===== src/sv/b64e_pkg.sv =====
// ----------------------------------------------------------------------------
// b64e_pkg
// Shared widths, types and the base64 alphabet for the stream encoder.
// ----------------------------------------------------------------------------
`default_nettype none

package b64e_pkg;

  localparam int BYTE_W      = 8;
  localparam int SYM_W       = 6;
  localparam int CHAR_W      = 7;
  localparam int MAX_CHARS   = 4;
  localparam int IDX_W       = $clog2(MAX_CHARS);
  localparam int CNT_W       = $clog2(MAX_CHARS + 1);
  localparam int QUEUE_DEPTH = 2;

  localparam logic [CHAR_W-1:0] PAD_CHAR = 7'h3D;  // '='

  // One byte's worth of work for the back end: the characters it yields,
  // first one in slot 0, and whether its last character ends the message.
  typedef struct packed {
    logic [CNT_W-1:0]                  count;
    logic [MAX_CHARS-1:0][CHAR_W-1:0]  chars;
    logic                              final_job;
  } job_t;

  // Map a six-bit value onto the standard alphabet.
  function automatic logic [CHAR_W-1:0] b64_char(input logic [SYM_W-1:0] v);
    logic [CHAR_W-1:0] r;
    if (v < 6'd26) begin
      r = 7'h41 + {1'b0, v};
    end else if (v < 6'd52) begin
      r = 7'h61 + {1'b0, v} - 7'd26;
    end else if (v < 6'd62) begin
      r = 7'h30 + {1'b0, v} - 7'd52;
    end else if (v == 6'd62) begin
      r = 7'h2B;
    end else begin
      r = 7'h2F;
    end
    return r;
  endfunction

endpackage

`default_nettype wire


===== src/sv/b64e_stream_if.sv =====
// ----------------------------------------------------------------------------
// b64e stream interfaces
// Valid/ready channels for raw bytes in and base64 characters out.
// ----------------------------------------------------------------------------
`default_nettype none

interface b64e_byte_if;
  logic                        valid;
  logic                        ready;
  logic [b64e_pkg::BYTE_W-1:0] data_byte;
  logic                        end_of_message;

  modport source (output valid, data_byte, end_of_message, input ready);
  modport sink   (input valid, data_byte, end_of_message, output ready);
endinterface

interface b64e_char_if;
  logic                        valid;
  logic                        ready;
  logic [b64e_pkg::CHAR_W-1:0] char_code;
  logic                        final_char;

  modport source (output valid, char_code, final_char, input ready);
  modport sink   (input valid, char_code, final_char, output ready);
endinterface

`default_nettype wire


===== src/sv/base64_stream_encoder.sv =====
// ----------------------------------------------------------------------------
// base64_stream_encoder: RFC 4648 base64 encoder, one byte in, one char out.
// A byte's job is registered in the queue, then its characters pass through
// the output register, one per cycle unless the output stalls. A byte yields
// 1 to 4 characters, a three-byte group 4; bursts run ahead by the queue
// depth. Reset clears the group phase, the queue and the output valid.
// ----------------------------------------------------------------------------
`default_nettype none

module base64_stream_encoder #(
  parameter int QUEUE_DEPTH = b64e_pkg::QUEUE_DEPTH
) (
  input  wire logic   clk,
  input  wire logic   rst,
  b64e_byte_if.sink   byte_in,
  b64e_char_if.source char_out
);

  b64e_pkg::job_t front_job, head_job;
  logic           front_valid, front_ready;
  logic           head_valid, head_ready;

  // Byte classification and group state.
  b64e_front u_front (
    .clk       (clk),
    .rst       (rst),
    .byte_in   (byte_in),
    .job       (front_job),
    .job_valid (front_valid),
    .job_ready (front_ready)
  );

  // Job queue between the two halves.
  b64e_queue #(
    .DEPTH (QUEUE_DEPTH)
  ) u_queue (
    .clk        (clk),
    .rst        (rst),
    .push_valid (front_valid),
    .push_ready (front_ready),
    .push_job   (front_job),
    .pop_valid  (head_valid),
    .pop_ready  (head_ready),
    .pop_job    (head_job)
  );

  // Character sequencing and output register.
  b64e_back u_back (
    .clk       (clk),
    .rst       (rst),
    .job_valid (head_valid),
    .job_ready (head_ready),
    .job       (head_job),
    .char_out  (char_out)
  );

endmodule

`default_nettype wire


===== src/sv/b64e_front.sv =====
// ----------------------------------------------------------------------------
// b64e_front
// Accepts bytes, tracks the group phase and carry bits, and turns each byte
// into a job of one to four characters for the queue.
// ----------------------------------------------------------------------------
`default_nettype none

module b64e_front (
  input  wire logic         clk,
  input  wire logic         rst,
  b64e_byte_if.sink         byte_in,
  output b64e_pkg::job_t    job,
  output logic              job_valid,
  input  wire logic         job_ready
);

  localparam logic [1:0] PH_FIRST  = 2'd0;
  localparam logic [1:0] PH_SECOND = 2'd1;
  localparam logic [1:0] PH_THIRD  = 2'd2;

  logic [1:0] phase, phase_next;
  logic [3:0] carry_bits, carry_next;
  logic       accept;

  // A beat is taken whenever the queue has room.
  assign byte_in.ready = job_ready;
  assign job_valid     = byte_in.valid;
  assign accept        = byte_in.valid && job_ready;

  // Build the job for the current byte and the next group state.
  always_comb begin
    logic [b64e_pkg::BYTE_W-1:0] b;
    logic                        last;
    b    = byte_in.data_byte;
    last = byte_in.end_of_message;
    job.chars     = {b64e_pkg::MAX_CHARS{b64e_pkg::PAD_CHAR}};
    job.count     = b64e_pkg::CNT_W'(1);
    job.final_job = 1'b0;
    phase_next    = PH_FIRST;
    carry_next    = 4'd0;
    case (phase)
      PH_SECOND: begin
        job.chars[0] = b64e_pkg::b64_char({carry_bits[1:0], b[7:4]});
        if (last) begin
          job.chars[1]  = b64e_pkg::b64_char({b[3:0], 2'b00});
          job.count     = b64e_pkg::CNT_W'(3);
          job.final_job = 1'b1;
        end else begin
          carry_next = b[3:0];
          phase_next = PH_THIRD;
        end
      end
      PH_THIRD: begin
        job.chars[0]  = b64e_pkg::b64_char({carry_bits, b[7:6]});
        job.chars[1]  = b64e_pkg::b64_char(b[5:0]);
        job.count     = b64e_pkg::CNT_W'(2);
        job.final_job = last;
      end
      default: begin
        // First byte of a group; the unused phase code behaves the same.
        job.chars[0] = b64e_pkg::b64_char(b[7:2]);
        if (last) begin
          job.chars[1]  = b64e_pkg::b64_char({b[1:0], 4'b0000});
          job.count     = b64e_pkg::CNT_W'(4);
          job.final_job = 1'b1;
        end else begin
          carry_next = {2'b00, b[1:0]};
          phase_next = PH_SECOND;
        end
      end
    endcase
  end

  // Group state advances only on an accepted beat.
  always_ff @(posedge clk) begin
    if (rst) begin
      phase      <= PH_FIRST;
      carry_bits <= 4'd0;
    end else if (accept) begin
      phase      <= phase_next;
      carry_bits <= carry_next;
    end
  end

endmodule

`default_nettype wire


===== src/sv/b64e_queue.sv =====
// ----------------------------------------------------------------------------
// b64e_queue
// Small job FIFO that decouples the byte front end from the character back end.
// ----------------------------------------------------------------------------
`default_nettype none

module b64e_queue #(
  parameter int DEPTH = b64e_pkg::QUEUE_DEPTH  // two or more
) (
  input  wire logic            clk,
  input  wire logic            rst,
  input  wire logic            push_valid,
  output logic                 push_ready,
  input  wire b64e_pkg::job_t  push_job,
  output logic                 pop_valid,
  input  wire logic            pop_ready,
  output b64e_pkg::job_t       pop_job
);

  localparam int PTR_W = $clog2(DEPTH);
  localparam int CNT_W = $clog2(DEPTH + 1);

  b64e_pkg::job_t   entries [DEPTH];
  logic [PTR_W-1:0] wr_ptr, rd_ptr;
  logic [CNT_W-1:0] fill;
  logic             push, pop;

  assign push_ready = (fill != CNT_W'(DEPTH));
  assign pop_valid  = (fill != '0);
  assign pop_job    = entries[rd_ptr];
  assign push       = push_valid && push_ready;
  assign pop        = pop_valid && pop_ready;

  // Pointers and fill level.
  always_ff @(posedge clk) begin
    if (rst) begin
      wr_ptr <= '0;
      rd_ptr <= '0;
      fill   <= '0;
    end else begin
      if (push) begin
        wr_ptr <= (wr_ptr == PTR_W'(DEPTH - 1)) ? '0 : wr_ptr + PTR_W'(1);
      end
      if (pop) begin
        rd_ptr <= (rd_ptr == PTR_W'(DEPTH - 1)) ? '0 : rd_ptr + PTR_W'(1);
      end
      if (push && !pop) begin
        fill <= fill + CNT_W'(1);
      end else if (pop && !push) begin
        fill <= fill - CNT_W'(1);
      end
    end
  end

  // Entry storage needs no reset.
  always_ff @(posedge clk) begin
    if (push) begin
      entries[wr_ptr] <= push_job;
    end
  end

endmodule

`default_nettype wire


===== src/sv/b64e_back.sv =====
// ----------------------------------------------------------------------------
// b64e_back
// Steps through the characters of the head job, one per cycle while the
// output is not stalled, into the output register.
// ----------------------------------------------------------------------------
`default_nettype none

module b64e_back (
  input  wire logic            clk,
  input  wire logic            rst,
  input  wire logic            job_valid,
  output logic                 job_ready,
  input  wire b64e_pkg::job_t  job,
  b64e_char_if.source          char_out
);

  logic                            out_valid;
  logic [b64e_pkg::CHAR_W-1:0]     char_code;
  logic                            final_char;
  logic [b64e_pkg::IDX_W-1:0]      idx;
  logic                            load;
  logic                            last_idx;

  assign char_out.valid      = out_valid;
  assign char_out.char_code  = char_code;
  assign char_out.final_char = final_char;

  // The output register can take a new beat when empty or being drained.
  assign load      = !out_valid || char_out.ready;
  assign last_idx  = ({1'b0, idx} == (job.count - b64e_pkg::CNT_W'(1)));
  assign job_ready = load && last_idx;

  // Control: output valid and position inside the head job.
  always_ff @(posedge clk) begin
    if (rst) begin
      out_valid <= 1'b0;
      idx       <= '0;
    end else if (load) begin
      out_valid <= job_valid;
      if (job_valid) begin
        idx <= last_idx ? '0 : idx + b64e_pkg::IDX_W'(1);
      end
    end
  end

  // Payload of the output register.
  always_ff @(posedge clk) begin
    if (load && job_valid) begin
      char_code  <= job.chars[idx];
      final_char <= job.final_job && last_idx;
    end
  end

endmodule

`default_nettype wire


===== src/flat_wrapper.sv =====
// flat-port wrapper written by rule: the top's interface ports become plain ports
module base64_stream_encoder_flat 
#(
  parameter int QUEUE_DEPTH = b64e_pkg::QUEUE_DEPTH
)
  (clk, rst, byte_in_valid, byte_in_data_byte, byte_in_end_of_message, byte_in_ready, char_out_valid, char_out_char_code, char_out_final_char, char_out_ready);
  b64e_byte_if byte_in_i ();
  b64e_char_if char_out_i ();
  input  wire logic clk;
  input  wire logic rst;
  input wire logic [$bits(byte_in_i.valid)-1:0] byte_in_valid;
  input wire logic [$bits(byte_in_i.data_byte)-1:0] byte_in_data_byte;
  input wire logic [$bits(byte_in_i.end_of_message)-1:0] byte_in_end_of_message;
  output wire logic [$bits(byte_in_i.ready)-1:0] byte_in_ready;
  output wire logic [$bits(char_out_i.valid)-1:0] char_out_valid;
  output wire logic [$bits(char_out_i.char_code)-1:0] char_out_char_code;
  output wire logic [$bits(char_out_i.final_char)-1:0] char_out_final_char;
  input wire logic [$bits(char_out_i.ready)-1:0] char_out_ready;
  assign byte_in_i.valid = byte_in_valid;
  assign byte_in_i.data_byte = byte_in_data_byte;
  assign byte_in_i.end_of_message = byte_in_end_of_message;
  assign byte_in_ready = byte_in_i.ready;
  assign char_out_valid = char_out_i.valid;
  assign char_out_char_code = char_out_i.char_code;
  assign char_out_final_char = char_out_i.final_char;
  assign char_out_i.ready = char_out_ready;
  base64_stream_encoder #(.QUEUE_DEPTH(QUEUE_DEPTH)) u_core (.clk(clk), .rst(rst), .byte_in(byte_in_i), .char_out(char_out_i));
endmodule

===== config.mk =====
export PLATFORM = sky130hd
export DESIGN_NAME = base64_stream_encoder_flat
export DESIGN_NICKNAME = d
export VERILOG_FILES = /design/src/sv/b64e_pkg.sv /design/src/sv/b64e_stream_if.sv /design/src/sv/base64_stream_encoder.sv /design/src/sv/b64e_front.sv /design/src/sv/b64e_queue.sv /design/src/sv/b64e_back.sv /design/src/flat_wrapper.sv
export SDC_FILE = /design/constraint.sdc
export NUM_CORES = 1
export LEC_CHECK = 0
export ABC_AREA = 1
export BUFFER_PORTS_ARGS = -buffer_cell sky130_fd_sc_hd__buf_2
export CAP_MARGIN = 0
export CORE_MARGIN = 2
export CORE_UTILIZATION = 45
export CTS_BUF_LIST = sky130_fd_sc_hd__clkbuf_8
export DETAILED_ROUTE_END_ITERATION = 7
export PLACE_DENSITY = 0.58
export SLEW_MARGIN = 10
export SYNTH_ARGS = -nofsm -noshare
export SYNTH_HDL_FRONTEND = slang
export SYNTH_SLANG_ARGS = --single-unit

===== constraint.sdc =====
create_clock -name clk -period 5.6 [get_ports clk]
set_clock_uncertainty 0.05 [all_clocks]
set_input_delay 1.4 -clock clk [delete_from_list [all_inputs] [get_ports clk]]
set_output_delay 1.4 -clock clk [all_outputs]
set_load 0.01 [all_outputs]

==> qor.yml <==
logic_synthesis:
  yosys.area.top_type: "edfxtp_1"
  yosysMostFrequentCell: "nand2_1"
  synthArstFlopShare_pct: 0
  syn_area_per_cell_um2: 7.74
  ys_seq_area_share_pct: 38.1
  synth_edf_count: 44
  synth_cell_types: 40
  synth_nets: 580
  synth_flop_cell: "edfxtp_1"
  ys_seq_elements: 58
  synth.top_cell.area_share_pct: 31.5
  synth_commonest_cells: "nand2_1 (112), nor2_1 (52), nand3_1 (48), edfxtp_1 (44)"
  yosys-top-cells-area: "edfxtp_1 (31%), nand2_1 (10%), ha_1 (7.1%)"
  yosysWarnings: 0
  synth_cells: 543
  synthesis.area_um2: 4200
drt:
  antenna_left: 0
  vias: 3772
  avgViaCountPerCell: 5.60
  dr.pass1.iters: 7
  wl_per_cell_um: 15.9
  drt_wl_total_um: 10700
  drc: 0
  drt-initial-drc-count: 290
power_and_ir_drop:
  powerDensity_nw_per_um2: 382
  cellLeakagePower_nw: 1.88
  ir_worst_vdd_mv: 0.187
placed_design:
  hpwl_um: 8080
  place_area_um2: 4350
  globalplace.congestion: 0.965
  portBuffers: 22
  dp_slack_ps: 2230
floorplan:
  chipWidth_um: 101
  die-area_um2: 10100
  die-height_um: 101
  core_area_um2: 9150
  start_util_pct: 45.9
  rows: 35
  io_pins: 23
clock_network:
  clk_root_buffer_cell: "clkbuf_8"
  cts.sinks: 58
  cts_resized: 0
  cts_made_buffers: 9
  ctsHoldBuffers: 0
  cts.path.max_buffers: 2
  cts_tree: "yes"
  clkTransAtPathRegs_ps: 60
  post_cts.repair.setup_buffers: 0
  clkLatencyLatePin_ps: 330
  htreeDepth: 3
worst_setup_path:
  crit_fanout: 12
  end_kind: "register"
  start_kind: "input pin"
  critPathTopFamily: "compound AO/OA/AOI/OAI gates"
  crit_chain: "buf_2 -> ha_1 -> nand2_1 -> nand3_1 -> inv_1 -> o21ai_0 -> a21oi_1 -> a31oi_1"
  r2r-end: "u_core.u_queue.fill[1]"
  cp.required_ps: 5690
  ff2ff_path_depth: 11
  crit_arrival_ps: 3150
  reg2reg_slack_ps: 2750
  cp_slowest_stage_delay_ps: 450
  cpMaxStageDelayCell: "ha_1"
  path_class: "input pin to register"
  crit_buf_inv: 2
hold_path:
  holdCritStartpoint: "u_core.u_front.phase[0]"
  hp-class: "register to register"
  hold_depth: 2
  worstHoldEndpoint: "u_core.u_front.phase[0]"
outcome:
  status: "finished, final reports clean"
timing:
  setup-tns-final_ps: 0
  worst_slew_pin_slew_ps: 825
  rsz0062_at_grt: "false"
  setup_viol: 0
  fin_ws_ps: 2540
  hold_viol: 0
  finalCritPeriodShare_pct: 54.6
  min_period_ps: 3060
  slew_headroom_pct: 44.9
  fin_hold_ws_ps: 433
  fmax_mhz: 327
  finalMaxSlewViolations: 0
cells_and_area:
  antenna_cells: 0
  nFillCells: 905
  fin_nets: 594
  fin_area_um2: 4580
  area_delta_synth_final_pct: 9.03
  drive_gt1_share_pct: 15.3
job:
  max-cap-violations: 0
grt:
  grt_max_degree: 21
  grt_pass1_wl_um: 17400
  gr-total-overflow: 0
  grt_usage_pct: 22.0
  grt_pass1_vias: 3645
  antenna_found_initial: 0
-- cell usage in the layout, fill, tap and decap left out, types with 3 or more instances in the layout --
cell	netlist	layout
o211ai_1	12	12
o221ai_1	6	6
a211oi_1	3	3
buf_2	12	22
a21oi_1	27	27
nand3_2	3	3
nand2_2	4	4
nand2_1	112	112
dfxtp_1	14	14
clkbuf_8	0	9
edfxtp_1	44	44
o21ai_0	38	38
nand4_1	12	12
o21ai_1	14	14
bufinv_16	0	3
nor2_1	52	52
nor2_4	5	5
xor2_1	14	14
ha_1	24	24
nor3_1	3	3
nand3_1	48	48
clkinv_1	1	3
inv_1	38	38
a31oi_1	5	5
inv_2	25	25
-- cell families (layout without fill, tap and decap cells) --
group / count (synthesis) / in the layout / share of synthesized area, %
compound gates: 112 / 112 / 15.5
simple gates: 245 / 245 / 26.4
mux: 1 / 1 / 0.238
fa+ha+maj: 24 / 24 / 7.15
flops: 58 / 58 / 38.1
buf+inv: 86 / 105 / 8.64
xor+xnor: 17 / 17 / 3.99
-- worst max path at each step --
stage,slack (ps),to,startpoint,cells past startpoint
floorplan,2700,u_core.u_queue.entries[0][4],byte_in_data_byte[6],15
global placement,2250,u_core.u_queue.entries[0][1],byte_in_data_byte[4],8
detailed placement,2230,u_core.u_queue.entries[0][4],byte_in_data_byte[6],15
CTS,2600,u_core.u_queue.entries[1][4],byte_in_data_byte[6],15
global route,2410,u_core.u_queue.entries[0][4],byte_in_data_byte[6],15
finish,2540,u_core.u_queue.entries[1][1],byte_in_data_byte[4],8
-- state kept, by name, summed over array words and instances (netlist names), named ones only --
name,flops
u_core.u_back.char_out.valid,1
u_core.u_back.char_out.final_char,1
u_core.u_back.char_out.char_code,7
u_core.u_queue.fill,2
u_core.u_back.idx,2
u_core.u_queue.entries,36
u_core.u_front.carry_bits,4
u_core.u_queue.wr_ptr,1
u_core.u_front.phase,2
u_core.u_queue.rd_ptr,1
-- report_power, final --
| group | internal, mW | switching [mW] | leakage (nW) |
|---|---|---|---|
| Clock | 0.291 | 0.153 | 0.118 |
| Sequential | 0.617 | 0.0642 | 0.528 |
| Combinational | 0.213 | 0.411 | 1.23 |
| Total | 1.12 | 0.628 | 1.88 |
-- worst min-delay path: cells and delay by family, from the launching register on --
kind / cells / cell delay (ps)
flip-flops: 1 / 310
AO/OA/AOI/OAI: 1 / 60
buffers and inverters: 1 / 70
-- final cells by class --
type / count / area (µm²) / area share [%]
multi-input combinational: 399 / 2240 / 48.8
sequential: 58 / 1600 / 35.0
inverter: 65 / 246 / 5.38
tap: 111 / 139 / 3.03
timing repair buffer: 24 / 125 / 2.73
clock buffer: 9 / 124 / 2.70
clock inverter: 7 / 108 / 2.35
-- per-layer routing --
metal | vias up | wire length (µm) | global-route usage, %
li1 | 1874 | - | -
met1 | 1742 | 4740 | 28.4
met2 | 134 | 5290 | 36.8
met3 | 22 | 492 | 3.68
met4 | 0 | 173 | 8.43
met5 | - | 0 | 0
-- per-stage QoR --
step                      power, mW  cells  utilization, %
after floorplan                1.14    543               -
after global placement         1.31    657            47.5
after detailed placement       1.31    657            47.5
after CTS                      1.76    673            50.0
after global routing           1.87    673            50.0
final                          1.75    673            50.0
Note: power is estimated with default switching activity, not from simulation.
